### src/design/lbtc_pkg.sv
// Shared constants, types and codes for the block tag cache.
`default_nettype none
package lbtc_pkg;

    // Entry store size and the index widths that follow from it
    localparam int NUM_ENTRIES = 8;
    localparam int IDX_W       = (NUM_ENTRIES > 1) ? $clog2(NUM_ENTRIES) : 1;

    // Transaction field widths
    localparam int REQ_W   = 2;
    localparam int BLK_W   = 31;
    localparam int OFF_W   = 16;
    localparam int WAY_W   = 3;
    localparam int MASK_W  = 8;
    localparam int MASK_IDX_W = $clog2(MASK_W);
    localparam int STAMP_W = 64;

    // Block size register and divider
    localparam int BS_W       = 17;
    localparam int DIV_STEPS  = BLK_W;
    localparam int DIV_CNT_W  = $clog2(DIV_STEPS);
    localparam logic [BS_W-1:0] DEFAULT_BLOCK_SIZE = 17'd1024;
    localparam logic [BS_W-1:0] MAX_BLOCK_SIZE     = 17'd65536;

    // Register port
    localparam int ADDR_W = 3;
    localparam int DATA_W = 32;
    localparam logic REG_BLOCK_SIZE = 1'b0;

    // Request codes
    localparam logic [REQ_W-1:0] REQ_PROBE  = 2'd0;
    localparam logic [REQ_W-1:0] REQ_ACCESS = 2'd1;
    localparam logic [REQ_W-1:0] REQ_INVAL  = 2'd2;

    // Sequencer states
    typedef enum logic [2:0] {
        ST_IDLE,
        ST_DIV,
        ST_SCAN,
        ST_FIN,
        ST_DONE
    } t_state;

    // One entry as read from the store
    typedef struct packed {
        logic               valid;
        logic [BLK_W-1:0]   block;
        logic [STAMP_W-1:0] stamp;
    } t_entry;

    // Store write command: fill sets valid, tag and stamp; touch refreshes the
    // stamp; drop clears valid
    typedef struct packed {
        logic               fill;
        logic               touch;
        logic               drop;
        logic [IDX_W-1:0]   idx;
        logic [BLK_W-1:0]   block;
        logic [STAMP_W-1:0] stamp;
    } t_store_wr;

endpackage
`default_nettype wire

### src/design/lru_block_tag_cache.sv
// Top level: sequencer, shared entry comparator, register port and result register.
//
//  Channel   Direction  Handshake                 Payload
//  request   in         i_in_valid / o_in_ready   i_req_type, i_cluster_index
//  result    out        o_out_valid / i_out_ready o_hit .. o_invalidated_mask
//  config    in         psel, penable, pwrite     paddr, pwdata, prdata
//
//  A transaction is accepted in the idle state, then runs through the serial divider
//  (31 quotient steps and a done strobe), the entry scan (up to NUM_ENTRIES entries,
//  one entry per cycle through the shared comparator, none for the unused request
//  code), an update state and a state that loads the result. A new request is
//  taken only when the sequencer is idle. A stalled result holds in the output
//  register; the next finished result waits until it is taken. Reset clears all
//  valid bits at once.
`default_nettype none
module lru_block_tag_cache (
    input  wire logic                        i_clk,
    input  wire logic                        i_rst_n,
    // register port
    input  wire logic                        psel,
    input  wire logic                        penable,
    input  wire logic                        pwrite,
    input  wire logic [lbtc_pkg::ADDR_W-1:0] paddr,
    input  wire logic [lbtc_pkg::DATA_W-1:0] pwdata,
    output logic [lbtc_pkg::DATA_W-1:0]      prdata,
    output logic                             pready,
    // request channel
    input  wire logic                        i_in_valid,
    output logic                             o_in_ready,
    input  wire logic [lbtc_pkg::REQ_W-1:0]  i_req_type,
    input  wire logic [lbtc_pkg::BLK_W-1:0]  i_cluster_index,
    // result channel
    output logic                             o_out_valid,
    input  wire logic                        i_out_ready,
    output logic                             o_hit,
    output logic [lbtc_pkg::WAY_W-1:0]       o_way,
    output logic                             o_evicted,
    output logic [lbtc_pkg::BLK_W-1:0]       o_evicted_block,
    output logic [lbtc_pkg::BLK_W-1:0]       o_block_number,
    output logic [lbtc_pkg::OFF_W-1:0]       o_offset_in_block,
    output logic [lbtc_pkg::MASK_W-1:0]      o_invalidated_mask
);
    import lbtc_pkg::*;

    localparam logic [IDX_W-1:0] IDX_LAST = IDX_W'(NUM_ENTRIES - 1);

    t_state r_state, n_state;

    // configuration
    logic [BS_W-1:0]    r_bs;
    logic [BS_W-1:0]    eff_bs;
    logic               cfg_wr;

    // transaction context
    logic [REQ_W-1:0]   r_req;
    logic [BLK_W-1:0]   r_blk;
    logic [OFF_W-1:0]   r_off;
    logic [IDX_W-1:0]   r_idx;
    logic               r_found;
    logic [IDX_W-1:0]   r_found_idx;
    logic               r_have_inv;
    logic [IDX_W-1:0]   r_inv_idx;
    logic [STAMP_W-1:0] r_best_stamp;
    logic [IDX_W-1:0]   r_best_idx;
    logic [BLK_W-1:0]   r_best_blk;
    logic [MASK_W-1:0]  r_mask;
    logic [STAMP_W-1:0] r_usage;

    // finished result
    logic               r_res_hit;
    logic [WAY_W-1:0]   r_res_way;
    logic               r_res_ev;
    logic [BLK_W-1:0]   r_res_evblk;
    logic [MASK_W-1:0]  r_res_mask;

    // output register
    logic               r_out_valid;
    logic               r_o_hit;
    logic [WAY_W-1:0]   r_o_way;
    logic               r_o_ev;
    logic [BLK_W-1:0]   r_o_evblk;
    logic [BLK_W-1:0]   r_o_blk;
    logic [OFF_W-1:0]   r_o_off;
    logic [MASK_W-1:0]  r_o_mask;

    // divider and store
    logic               div_start;
    logic               div_done;
    logic [BLK_W-1:0]   div_quot;
    logic [OFF_W-1:0]   div_rem;
    t_entry             entry;
    t_store_wr          st_wr;

    // shared comparator
    logic               cmp_eq;
    logic               cmp_ge;
    logic               cmp_lt;
    logic               is_lookup;
    logic               accept_in;
    logic               load_out;
    logic [IDX_W-1:0]   victim;
    logic [STAMP_W-1:0] next_stamp;

    // Register port: single block size register, writes need no wait
    assign pready = 1'b1;
    assign cfg_wr = psel && penable && pwrite;

    always_ff @(posedge i_clk) begin
        if (!i_rst_n) begin
            r_bs <= DEFAULT_BLOCK_SIZE;
        end else if (cfg_wr && paddr[2] == REG_BLOCK_SIZE) begin
            r_bs <= pwdata[BS_W-1:0];
        end
    end

    assign prdata = (paddr[2] == REG_BLOCK_SIZE) ? DATA_W'(r_bs) : '0;

    // Clamp the divisor: zero means the default, above the limit saturates
    always_comb begin
        if (r_bs == '0) begin
            eff_bs = DEFAULT_BLOCK_SIZE;
        end else if (r_bs > MAX_BLOCK_SIZE) begin
            eff_bs = MAX_BLOCK_SIZE;
        end else begin
            eff_bs = r_bs;
        end
    end

    lbtc_div u_div (
        .i_clk      (i_clk),
        .i_rst_n    (i_rst_n),
        .i_start    (div_start),
        .i_dividend (i_cluster_index),
        .i_divisor  (eff_bs),
        .o_done     (div_done),
        .o_quot     (div_quot),
        .o_rem      (div_rem)
    );

    lbtc_store u_store (
        .i_clk    (i_clk),
        .i_rst_n  (i_rst_n),
        .i_rd_idx (r_idx),
        .o_entry  (entry),
        .i_wr     (st_wr)
    );

    // Compare the scanned entry against the key and the best stamp so far
    always_comb begin
        cmp_eq = entry.valid && (entry.block == r_blk);
        cmp_ge = entry.valid && (entry.block >= r_blk);
        cmp_lt = entry.stamp < r_best_stamp;
    end

    assign is_lookup  = (r_req == REQ_PROBE) || (r_req == REQ_ACCESS);
    assign accept_in  = i_in_valid && o_in_ready;
    assign load_out   = (r_state == ST_DONE) && (!r_out_valid || i_out_ready);
    assign victim     = r_have_inv ? r_inv_idx : r_best_idx;
    assign next_stamp = r_usage + 1'b1;

    // State register
    always_ff @(posedge i_clk) begin
        if (!i_rst_n) begin
            r_state <= ST_IDLE;
        end else begin
            r_state <= n_state;
        end
    end

    // Next state, divider start and store writes
    always_comb begin
        n_state    = r_state;
        o_in_ready = 1'b0;
        div_start  = 1'b0;
        st_wr      = '0;
        st_wr.idx  = r_idx;
        st_wr.block = r_blk;
        st_wr.stamp = next_stamp;
        unique case (r_state)
            ST_IDLE: begin
                o_in_ready = 1'b1;
                if (i_in_valid) begin
                    div_start = 1'b1;
                    n_state   = ST_DIV;
                end
            end
            ST_DIV: begin
                if (div_done) begin
                    if (is_lookup || r_req == REQ_INVAL) begin
                        n_state = ST_SCAN;
                    end else begin
                        n_state = ST_FIN;
                    end
                end
            end
            ST_SCAN: begin
                if (is_lookup) begin
                    if (cmp_eq || r_idx == IDX_LAST) begin
                        n_state = ST_FIN;
                    end
                end else begin
                    st_wr.drop = cmp_ge;
                    if (r_idx == IDX_LAST) begin
                        n_state = ST_FIN;
                    end
                end
            end
            ST_FIN: begin
                if (r_req == REQ_ACCESS) begin
                    if (r_found) begin
                        st_wr.touch = 1'b1;
                        st_wr.idx   = r_found_idx;
                    end else begin
                        st_wr.fill = 1'b1;
                        st_wr.idx  = victim;
                    end
                end
                n_state = ST_DONE;
            end
            ST_DONE: begin
                if (!r_out_valid || i_out_ready) begin
                    n_state = ST_IDLE;
                end
            end
            default: begin
                n_state = ST_IDLE;
            end
        endcase
    end

    // Usage counter: advance on every stamped access
    always_ff @(posedge i_clk) begin
        if (!i_rst_n) begin
            r_usage <= STAMP_W'(1);
        end else if (r_state == ST_FIN && r_req == REQ_ACCESS) begin
            r_usage <= next_stamp;
        end
    end

    // Transaction context and scan trackers
    always_ff @(posedge i_clk) begin
        unique case (r_state)
            ST_IDLE: begin
                if (accept_in) begin
                    r_req <= i_req_type;
                end
                r_found    <= 1'b0;
                r_have_inv <= 1'b0;
                r_mask     <= '0;
                r_idx      <= '0;
            end
            ST_DIV: begin
                if (div_done) begin
                    r_blk <= div_quot;
                    r_off <= div_rem;
                end
            end
            ST_SCAN: begin
                if (is_lookup) begin
                    if (cmp_eq) begin
                        r_found     <= 1'b1;
                        r_found_idx <= r_idx;
                    end else if (!r_have_inv) begin
                        // track the first free entry, else the oldest stamp
                        if (!entry.valid) begin
                            r_have_inv <= 1'b1;
                            r_inv_idx  <= r_idx;
                        end else if (r_idx == '0 || cmp_lt) begin
                            r_best_stamp <= entry.stamp;
                            r_best_idx   <= r_idx;
                            r_best_blk   <= entry.block;
                        end
                    end
                end else if (cmp_ge && int'(r_idx) < MASK_W) begin
                    r_mask[MASK_IDX_W'(r_idx)] <= 1'b1;
                end
                if (r_idx != IDX_LAST) begin
                    r_idx <= r_idx + 1'b1;
                end
            end
            ST_FIN: begin
                r_res_hit   <= 1'b0;
                r_res_way   <= '0;
                r_res_ev    <= 1'b0;
                r_res_evblk <= '0;
                r_res_mask  <= '0;
                case (r_req)
                    REQ_PROBE: begin
                        r_res_hit <= r_found;
                        if (r_found) begin
                            r_res_way <= WAY_W'(r_found_idx);
                        end
                    end
                    REQ_ACCESS: begin
                        if (r_found) begin
                            r_res_hit <= 1'b1;
                            r_res_way <= WAY_W'(r_found_idx);
                        end else begin
                            r_res_way <= WAY_W'(victim);
                            if (!r_have_inv) begin
                                r_res_ev    <= 1'b1;
                                r_res_evblk <= r_best_blk;
                            end
                        end
                    end
                    REQ_INVAL: begin
                        r_res_mask <= r_mask;
                    end
                    default: begin
                        r_res_mask <= '0;
                    end
                endcase
            end
            ST_DONE: begin
                r_idx <= '0;
            end
            default: begin
                r_idx <= '0;
            end
        endcase
    end

    // Output register: hold until the transaction is taken
    always_ff @(posedge i_clk) begin
        if (!i_rst_n) begin
            r_out_valid <= 1'b0;
        end else if (load_out) begin
            r_out_valid <= 1'b1;
        end else if (i_out_ready) begin
            r_out_valid <= 1'b0;
        end
    end

    always_ff @(posedge i_clk) begin
        if (load_out) begin
            r_o_hit   <= r_res_hit;
            r_o_way   <= r_res_way;
            r_o_ev    <= r_res_ev;
            r_o_evblk <= r_res_evblk;
            r_o_blk   <= r_blk;
            r_o_off   <= r_off;
            r_o_mask  <= r_res_mask;
        end
    end

    assign o_out_valid        = r_out_valid;
    assign o_hit              = r_o_hit;
    assign o_way              = r_o_way;
    assign o_evicted          = r_o_ev;
    assign o_evicted_block    = r_o_evblk;
    assign o_block_number     = r_o_blk;
    assign o_offset_in_block  = r_o_off;
    assign o_invalidated_mask = r_o_mask;

endmodule
`default_nettype wire

### src/design/lbtc_div.sv
// Serial restoring divider: one quotient bit per cycle.
`default_nettype none
module lbtc_div (
    input  wire logic                      i_clk,
    input  wire logic                      i_rst_n,
    input  wire logic                      i_start,
    input  wire logic [lbtc_pkg::BLK_W-1:0] i_dividend,
    input  wire logic [lbtc_pkg::BS_W-1:0]  i_divisor,
    output logic                           o_done,
    output logic [lbtc_pkg::BLK_W-1:0]     o_quot,
    output logic [lbtc_pkg::OFF_W-1:0]     o_rem
);
    import lbtc_pkg::*;

    logic                 r_busy;
    logic                 r_done;
    logic [DIV_CNT_W-1:0] r_cnt;
    logic [BLK_W-1:0]     r_q;
    logic [OFF_W-1:0]     r_rem;
    logic [BS_W-1:0]      r_div;

    logic [BS_W-1:0]      shifted;
    logic [BS_W-1:0]      diff;
    logic                 q_bit;

    // Trial subtract of the divisor from the shifted partial remainder
    always_comb begin
        shifted = {r_rem, r_q[BLK_W-1]};
        diff    = shifted - r_div;
        q_bit   = (shifted >= r_div);
    end

    // Control
    always_ff @(posedge i_clk) begin
        if (!i_rst_n) begin
            r_busy <= 1'b0;
            r_done <= 1'b0;
            r_cnt  <= '0;
        end else begin
            r_done <= 1'b0;
            if (i_start) begin
                r_busy <= 1'b1;
                r_cnt  <= '0;
            end else if (r_busy) begin
                r_cnt <= r_cnt + 1'b1;
                if (r_cnt == DIV_CNT_W'(DIV_STEPS - 1)) begin
                    r_busy <= 1'b0;
                    r_done <= 1'b1;
                end
            end
        end
    end

    // Datapath: shift dividend out, quotient bits in
    always_ff @(posedge i_clk) begin
        if (i_start) begin
            r_q   <= i_dividend;
            r_rem <= '0;
            r_div <= i_divisor;
        end else if (r_busy) begin
            r_q   <= {r_q[BLK_W-2:0], q_bit};
            r_rem <= q_bit ? diff[OFF_W-1:0] : shifted[OFF_W-1:0];
        end
    end

    assign o_done = r_done;
    assign o_quot = r_q;
    assign o_rem  = r_rem;

endmodule
`default_nettype wire

### src/design/lbtc_store.sv
// Entry store: valid bits, block tags and recency stamps.
`default_nettype none
module lbtc_store (
    input  wire logic                       i_clk,
    input  wire logic                       i_rst_n,
    input  wire logic [lbtc_pkg::IDX_W-1:0] i_rd_idx,
    output lbtc_pkg::t_entry                o_entry,
    input  wire lbtc_pkg::t_store_wr        i_wr
);
    import lbtc_pkg::*;

    logic                 r_valid [NUM_ENTRIES];
    logic [BLK_W-1:0]     r_block [NUM_ENTRIES];
    logic [STAMP_W-1:0]   r_stamp [NUM_ENTRIES];

    // Valid bits
    always_ff @(posedge i_clk) begin
        if (!i_rst_n) begin
            for (int i = 0; i < NUM_ENTRIES; i++) begin
                r_valid[i] <= 1'b0;
            end
        end else if (i_wr.fill) begin
            r_valid[i_wr.idx] <= 1'b1;
        end else if (i_wr.drop) begin
            r_valid[i_wr.idx] <= 1'b0;
        end
    end

    // Tags and stamps
    always_ff @(posedge i_clk) begin
        if (i_wr.fill) begin
            r_block[i_wr.idx] <= i_wr.block;
        end
        if (i_wr.fill || i_wr.touch) begin
            r_stamp[i_wr.idx] <= i_wr.stamp;
        end
    end

    // Read one entry per cycle
    always_comb begin
        o_entry.valid = r_valid[i_rd_idx];
        o_entry.block = r_block[i_rd_idx];
        o_entry.stamp = r_stamp[i_rd_idx];
    end

endmodule
`default_nettype wire

### config.mk
export PLATFORM = sky130hd
export DESIGN_NAME = lru_block_tag_cache
export DESIGN_NICKNAME = d
export VERILOG_FILES = /design/src/design/lbtc_pkg.sv /design/src/design/lru_block_tag_cache.sv /design/src/design/lbtc_div.sv /design/src/design/lbtc_store.sv
export SDC_FILE = /design/constraint.sdc
export NUM_CORES = 1
export LEC_CHECK = 0
export BUFFER_PORTS_ARGS = -buffer_cell sky130_fd_sc_hd__buf_2
export CORE_MARGIN = 2
export CORE_UTILIZATION = 25
export DETAILED_ROUTE_END_ITERATION = 8
export GPL_ROUTABILITY_DRIVEN = 0
export PLACE_DENSITY_LB_ADDON = 0.12
export SYNTH_ARGS = -nofsm -noshare
export SYNTH_HDL_FRONTEND = slang
export SYNTH_HIERARCHICAL = 1
export SYNTH_SLANG_ARGS = --single-unit
### constraint.sdc
create_clock -name i_clk -period 7.6 [get_ports i_clk]
set_clock_uncertainty 0.05 [all_clocks]
set_input_delay 1.14 -clock i_clk [delete_from_list [all_inputs] [get_ports i_clk]]
set_output_delay 1.14 -clock i_clk [all_outputs]
set_load 0.02 [all_outputs]
==> run_results.csv, run 1 <==
group,metric,value,unit
status,outcome,"finished clean",
global_routing,grt.overflow.total,0,
critical_path,cp-endpoint,"u_store/r_valid[0]",
critical_path,crit_top_cell,"o31a_1",
clock_tree,htreeDepth,4,
clock_tree,cts_root_buf,"clkbuf_16",
critical_path,crit_path_end_kind,"flop",
critical_path,crit_buf_inv,2,
critical_path,cpLargestDelayFamily,"simple AND/OR/NAND/NOR gates",
critical_path,path_cells,"buf_12 -> mux4_2 -> mux2_2 -> ha_1 -> nand4_1 -> or4_1 -> nor3_1 -> buf_4 -> a211o_1 -> o31a_1 -> o2111a_1 -> nand2b_1 -> o31a_1 -> o21a_1",
routing,vias_per_cell,4.32,
routing,met2WireLength,61.4,mm
sta,min_period_over_period,0.693,
critical_path,cp.arrival,5.90,ns
power_and_ir_drop,leakagePower,19.5,nW
synthesis,synthCells,2892,
routing,wl_met3,3.98,mm
power_and_ir_drop,peakVddDrop,0.221,mV
sta,whs,0.354,ns
sta,tightest_slew,1.10,ns
sta,hold_viol_final,0,
critical_path,slowest_delay,0.95,ns
critical_path,timing.rr.start,"r_idx[2]",
routing,vias,25500,
sta,fin_setup_tns,0,ns
critical_path,crit_path_start_kind,"flop",
sta,setup_viol,0,
synthesis,synth_ff_type,"edfxtp_1",
synthesis,synth_top_family_by_area,"multiplexers",
sta,rsz0062_at_grt,"false",
routing,top_layer_used,"met4",
clock_tree,cts_setup_buffers,0,
synthesis,synthTopCellsByArea,"edfxtp_1 (67%), mux4_2 (8.7%), dfxtp_1 (4.7%)",
global_routing,antenna_found_initial,6,
clock_tree,numCtsBuffers,149,
routing,drtIter0Drc,1469,
critical_path,critical_path_class,"reg2reg",
clock_tree,cts_tree,"built",
place,portBuffers,167,
critical_path,cp.required,8.23,ns
synthesis,ys_seq_area_frac,0.715,
critical_path,setup.worst_path.start,"r_idx[2]",
synthesis,yosysWarnings,6,
synthesis,synth_adder_area_share,0.0298,
global_routing,grt_pass1_vias,26900,
synthesis,synth_compound_area_frac,0.0301,
floorplan,core,0.198,mm²
min_path,hp-class,"reg2reg",
routing,post-route-drc-count,0,
sta,fmax,190,MHz
routing,ant_nets,0,
finish,drive_above_1_share,0.243,
synthesis,synthMuxAreaShare,0.117,
critical_path,critPathMaxFanout,37,
synthesis,synth-seq-cells,1225,
finish,antennaDiodeCount,0,
sta,relSlewSlack,0.263,
routing,wire_per_inst,21.5,µm
synthesis,synth_area_leader_cell,"edfxtp_1",
synthesis,synthSimpleGateAreaFrac,0.0609,
place,dp_hpwl,75.0,mm
routing,wl,127,mm
global_routing,grt_pass1_wl,187,mm
power_and_ir_drop,p_per_area,254,mW/mm²
synthesis,yosys.area_share.xor_xnor,0.0223,
floorplan,initial_core_util,0.252,
synthesis,synth_edf_count,1109,
clock_tree,clk_latency,0.79,ns
critical_path,r2r-end,"u_store/r_valid[0]",
finish,final_nets,3339,
global_routing,grt_start_max_net_pins,67,
synthesis,synth_cell_types,78,
floorplan,num_rows,163,
sta,fin_crit,5.27,ns
global_routing,track_usage,0.124,
critical_path,rrSetupSlack,2.33,ns
synthesis,avgSynthCellArea,17.2,µm²
clock_tree,clock-sinks,1225,
synthesis,syn_area,0.0499,mm²
clock_tree,cts.clk_slew.worst_paths,0.06,ns
clock_tree,cts_resized,0,
floorplan,dieArea,0.203,mm²
critical_path,r2r_cells,14,
floorplan,die_height,451,µm
synthesis,yosysTopAreaCellShare,0.668,
critical_path,cp.depth,14,
finish,syn2layout_area_growth,17.9,%
clock_tree,cts_hold_buf,0,
floorplan,die_w,451,µm
clock_tree,cts_buffer_depth,3,
floorplan,io_pins,201,
run,drv_cap,0,
critical_path,cp_slowest_cell,"edfxtp_1",
sta,maxSlewViolCount,0,
routing,wl_met1,58.6,mm
routing,drt_first_pass_iters,5,
synthesis,synth-async-reset-ratio,0,
==> cells by family after synthesis <==
group                    count (synthesis)
AO/OA/AOI/OAI                          230
XOR/XNOR                               127
adder cells (fa/ha/maj)                118
buffers and inverters                  269
flip-flops                            1225
multiplexers                           328
other                                    2
AND/OR/NAND/NOR                        593
==> synth_stat cells (5+ instances only) <==
cell,n
clkbuf_1,71
a211oi_1,11
and2_1,44
a31oi_1,8
nand2_1,125
edfxtp_1,1109
nor3_1,47
or4_1,9
xor2_1,58
nor4_1,20
nand4_1,47
nor3b_1,5
buf_4,16
and3_1,12
mux4_2,192
inv_1,135
a21oi_1,83
o311ai_0,7
mux2_2,126
ha_1,117
o211ai_1,6
buf_2,7
nor2_1,145
nand2b_1,10
dfxtp_1,116
or3_1,15
nand3_1,47
mux2i_1,10
buf_6,22
xnor2_1,69
buf_1,18
o21ai_0,36
a21o_1,20
o21a_1,18
nor2b_1,41
==> how the worst min path moves through the flow <==
| stage | startpoint | to | slack, ns | depth (start not counted) |
|---|---|---|---|---|
| 3_3_place_gp | r_res_evblk[19] | o_evicted_block[19] | 0.35 | 0 |
| 2_1_floorplan | r_res_ev | o_evicted | 0.35 | 0 |
| 5_1_grt | r_res_mask[1] | o_invalidated_mask[1] | 0.35 | 0 |
| 3_5_place_dp | r_res_evblk[19] | o_evicted_block[19] | 0.35 | 0 |
| 6_report | r_res_mask[1] | o_invalidated_mask[1] | 0.35 | 0 |
| 4_1_cts | r_res_mask[1] | o_invalidated_mask[1] | 0.35 | 0 |
==> per-stage QoR <==
step                      cells  cell area (µm²)  total power [W]   util  setup slack [ns]
after floorplan            2906            49900          0.00796      -             0.823
after CTS                  5908            58800           0.0152  0.297              2.31
after detailed placement   5635            54000          0.00815  0.273              2.31
final                      5908            58800           0.0149  0.297              2.33
after global routing       5908            58800           0.0155  0.297              2.18
after global placement     5635            54000          0.00815  0.273              2.32
==> flip-flops by register name (all words and copies together), names as in the netlist, 64 cells and up <==
register         count
r_best_stamp        64
u_store/r_block    248
u_store/r_stamp    512
r_usage             64
==> power breakdown <==
group | leakage, nW | switching (W) | internal, W
combinational | 6.11 | 0.000345 | 0.000278
sequential | 11.1 | 0.0000472 | 0.00732
clock | 2.32 | 0.00288 | 0.00405
==> layer usage <==
metal | vias up | GRT usage
li1 | 11700 | -
met1 | 13200 | 0.165
met2 | 418 | 0.207
met3 | 179 | 0.0210
met4 | 0 | 0.0385
met5 | - | 0
==> layout by cell type (no fill, tap or decap), types with 8 or more instances in the layout <==
cell       instances
edfxtp_1        1109
or4_1              9
nor2b_1           40
a21o_1            20
buf_2            167
nand3_1           46
nand4_1           47
dfxtp_1          116
mux4_2           192
nor3_1            42
buf_4             46
nand2_1          125
o21ai_0           36
mux2_2           126
xnor2_1           69
mux2i_1           10
buf_12            10
a211oi_1          11
clkbuf_1          43
nor4_1            19
bufinv_16          9
nor2_1           133
a21oi_1           83
nor2_4            12
ha_1             117
a31oi_1            8
clkinv_2          23
and3_1            12
o21a_1            18
inv_1            133
clkinv_1          24
or3_1             15
clkbuf_16        151
and2_1            43
inv_6              8
conb_1            16
nand2b_1          10
xor2_1            58
==> layout make-up <==
| type | instances | area [µm²] |
|---|---|---|
| Clock buffer | 200 | 4020 |
| Clock inverter | 73 | 739 |
| Fill cell | 19600 | 139000 |
| Inverter | 135 | 508 |
| Multi-Input combinational cell | 1412 | 13200 |
| Sequential cell | 1225 | 35600 |
| Tap cell | 2640 | 3300 |
| Timing Repair Buffer | 223 | 1380 |
Note: power is estimated with default switching activity, not from simulation.
==> inputs of run 2 (changes only) <==
--- a/config.mk
+++ b/config.mk
@@ -5,6 +5,7 @@
 export SDC_FILE = /design/constraint.sdc
 export NUM_CORES = 1
 export LEC_CHECK = 0
+export ABC_AREA = 1
 export BUFFER_PORTS_ARGS = -buffer_cell sky130_fd_sc_hd__buf_2
 export CORE_MARGIN = 2
 export CORE_UTILIZATION = 25
==> constraint.sdc (replaced) <==
create_clock -name i_clk -period 4.5 [get_ports i_clk]
set_clock_uncertainty 0.05 [all_clocks]
set_input_delay 0.675 -clock i_clk [delete_from_list [all_inputs] [get_ports i_clk]]
set_output_delay 0.675 -clock i_clk [all_outputs]
set_load 0.02 [all_outputs]
==> run 2 against run 1 <==
  * Clock power grew 69%
  * Via count grew 43%
  * Total power up 130%
  * Wire length rose by 20%
==> run_results.csv, run 2 <==
group,metric,value,unit
sta,rsz0062_at_grt,"false",
critical_path,timing.rr.start,"r_idx[0]",
power_and_ir_drop,share_comb_of_total_power,0.268,
synthesis,avgSynthCellArea,9.83,µm²
power_and_ir_drop,clkPwrFrac,0.339,
floorplan,core,0.220,mm²
synthesis,synthCells,5647,
sta,setup_viol,0,
synthesis,yosysTopAreaCellShare,0.600,
routing,wl,153,mm
critical_path,crit_path_start_kind,"flop",
power_and_ir_drop,p_per_area,527,mW/mm²
sta,fin_crit,4.18,ns
power_and_ir_drop,swShare,0.334,
min_path,worstHoldPathCells,3,
run,drv_cap,0,
critical_path,crit_path_end_kind,"flop",
place,portBuffers,167,
critical_path,crit_top_cell,"nand2_1",
critical_path,r2r_cells,18,
routing,post-route-drc-count,0,
synthesis,synth_edf_count,1109,
floorplan,num_rows,172,
power_and_ir_drop,pwr-share-seq,0.393,
routing,drt_first_pass_iters,7,
synthesis,syn_area,0.0555,mm²
clock_tree,cts_buffer_depth,3,
global_routing,antenna_found_initial,5,
clock_tree,clock-sinks,1225,
critical_path,crit_buf_inv,5,
critical_path,critical_path_class,"reg2reg",
routing,vias,36500,
floorplan,io_pins,201,
routing,vias_per_cell,4.06,
floorplan,initial_core_util,0.252,
sta,hold_viol_final,0,
global_routing,track_usage,0.135,
synthesis,ys_seq_area_frac,0.642,
finish,largest_register_ffs,512,
clock_tree,cts.clk_slew.worst_paths,0.06,ns
finish,regMostFlops,"u_store/r_stamp",
synthesis,synth_ff_type,"edfxtp_1",
global_routing,grt_pass1_vias,35500,
critical_path,cp_slowest_cell,"edfxtp_1",
finish,final_nets,6087,
sta,relSlewSlack,0.279,
power_and_ir_drop,leakagePower,28.9,nW
synthesis,synth_cell_types,57,
finish,syn2layout_area_growth,17.7,%
synthesis,synth-seq-cells,1225,
routing,drtIter0Drc,2102,
sta,whs,0.0954,ns
floorplan,die_height,475,µm
global_routing,grt.overflow.total,0,
clock_tree,clk_latency,0.80,ns
routing,ant_nets,0,
critical_path,cp.arrival,4.58,ns
power_and_ir_drop,power.total,0.0344,W
critical_path,cpLargestDelayFamily,"buffers and inverters",
finish,layout.cells.most_common_list,"nand2_1 (1,689), inv_1 (1,174), edfxtp_1 (1,109)",
sta,fmax,239,MHz
finish,drive_above_1_share,0.0954,
min_path,min_to,"u_div/o_quot[17]",
synthesis,synth-async-reset-ratio,0,
status,outcome,"finished clean",
min_path,hp-class,"in2reg",
power_and_ir_drop,p_int,0.0229,W
critical_path,path_cells,"buf_12 -> buf_12 -> buf_16 -> nand2_1 -> nand3_1 -> nand2_1 -> nand2_1 -> nand2_1 -> ha_1 -> a21oi_1 -> o21ai_0 -> a21oi_1 -> nand2_1 -> a21oi_1 -> buf_4 -> nand2_1 -> a21oi_4 -> buf_12",
synthesis,yosysMostFrequentCell,"nand2_1",
floorplan,dieArea,0.226,mm²
clock_tree,cts_root_buf,"clkbuf_16",
min_path,holdCritStartpoint,"i_cluster_index[17]",
clock_tree,numCtsBuffers,148,
synthesis,synthTopCellsByArea,"edfxtp_1 (60%), nand2_1 (11%), inv_1 (7.9%)",
place,dp_hpwl,91.8,mm
clock_tree,htreeDepth,4,
global_routing,grt_start_max_net_pins,98,
synthesis,synthTopCellsByCount,"nand2_1 (1,689), inv_1 (1,175), edfxtp_1 (1,109), nand3_1 (467), nor2_1 (286)",
critical_path,rrSetupSlack,0.32,ns
synthesis,synth_area_leader_cell,"edfxtp_1",
sta,min_period_over_period,0.929,
floorplan,die_w,475,µm
critical_path,slowest_delay,0.38,ns
clock_tree,cts_tree,"built",
sta,maxSlewViolCount,0,
finish,n_fill_cell,22900,
power_and_ir_drop,peakVddDrop,0.286,mV
critical_path,cp.required,4.90,ns
routing,wire_per_inst,17.0,µm
critical_path,critPathMaxFanout,77,
critical_path,r2r-end,"r_best_stamp[57]",
power_and_ir_drop,power.switching,0.0115,W
finish,biggestRegsByFlops,"u_store/r_stamp: 512 flops, u_store/r_block: 248 flops",
global_routing,grt_pass1_wl,230,mm
sta,tightest_slew,1.08,ns
synthesis,yosysWarnings,6,
finish,layout_commonest_cell,"nand2_1",
## run 2: cell types whose count changed in the layout (fill, tap and decap cells not counted), moves of 40 or more
| cell | delta |
|---|---|
| nand2_1 | +1564 |
| inv_1 | +1041 |
| nand3_1 | +421 |
| mux4_2 | -192 |
| nor2_1 | +135 |
| mux2_2 | -126 |
| o21ai_0 | +65 |
| xnor2_1 | -58 |
| nor2b_1 | -40 |
## run 2: layout make-up
| type | instances | area (µm²) | share of cell area |
|---|---|---|---|
| well taps | 2958 | 3700 | 0.0567 |
| multi-input cells | 3039 | 14400 | 0.220 |
| clock buffers | 200 | 3980 | 0.0610 |
| inverters | 1183 | 4460 | 0.0684 |
| repair buffers | 297 | 2410 | 0.0368 |
| flip-flops and latches | 1225 | 35600 | 0.545 |
| clock inverters | 72 | 744 | 0.0114 |
| diodes | 3 | 7.51 | 0.000115 |
## run 2: tightest hold or removal path: cells and delay by family
kind                   cells  cell delay [ns]
AND/OR/NAND/NOR            2             0.09
buffers and inverters      1             0.08
## run 2: through the flow
step | util | std cells | cell area, µm² | setup TNS (ns) | setup slack, ns
2_1_floorplan | - | 5661 | 55600 | -160.36 | -0.534
3_3_place_gp | 0.275 | 8698 | 60500 | 0 | 0.181
5_1_grt | 0.297 | 8975 | 65300 | 0 | 0.0143
6_report | 0.297 | 8977 | 65300 | 0 | 0.318
3_5_place_dp | 0.275 | 8698 | 60500 | 0 | 0.172
4_1_cts | 0.296 | 8973 | 65300 | 0 | 0.103
## run 2: timing repair
action,CTS,global route
endpoints found under the setup margin,0,93
hold buffers,3,0
buffers inserted,0,1
resized for setup,0,2
hold endpoints to repair,3,0
## run 2: how the worst max path moves through the flow
stage	startpoint	to	slack (ns)	cells after the start
2_1_floorplan	r_state[1]	u_store/r_stamp[3][0]	-0.53	10
3_3_place_gp	r_idx[0]	r_best_stamp[57]	0.18	19
3_5_place_dp	r_idx[0]	r_best_stamp[57]	0.17	17
4_1_cts	r_idx[0]	r_best_stamp[57]	0.10	17
5_1_grt	r_idx[0]	r_best_stamp[57]	0.01	20
6_report	r_idx[0]	r_best_stamp[57]	0.32	18
## run 2: cell families after synthesis
logic type,Yosys count,synth area share
and+or+nand+nor,2596,0.195
buffers and inverters,1397,0.103
DFF,1225,0.642
AOI/OAI and AO/OA,250,0.0238
adders and majority gates,118,0.0267
xor gates and xnor gates,59,0.00931
other,2,0.000135
## run 2: per-layer routing
layer | part of all wire | global-route usage | vias to the layer above
met4 | 0.018 | 0.0322 | 2
li1 | - | - | 18400
met2 | 0.44 | 0.212 | 483
met5 | 0.000072 | 0 | -
met3 | 0.034 | 0.0220 | 175
met1 | 0.51 | 0.194 | 17400
## run 2: power by group through the flow
stage          clock network (W)  logic (W)  registers, W
6_report                  0.0117    0.00920        0.0135
5_1_grt                   0.0125     0.0105        0.0136
4_1_cts                   0.0121    0.00942        0.0135
3_5_place_dp                   0    0.00938        0.0138
3_3_place_gp                   0    0.00940        0.0138
2_1_floorplan                  0    0.00593        0.0136
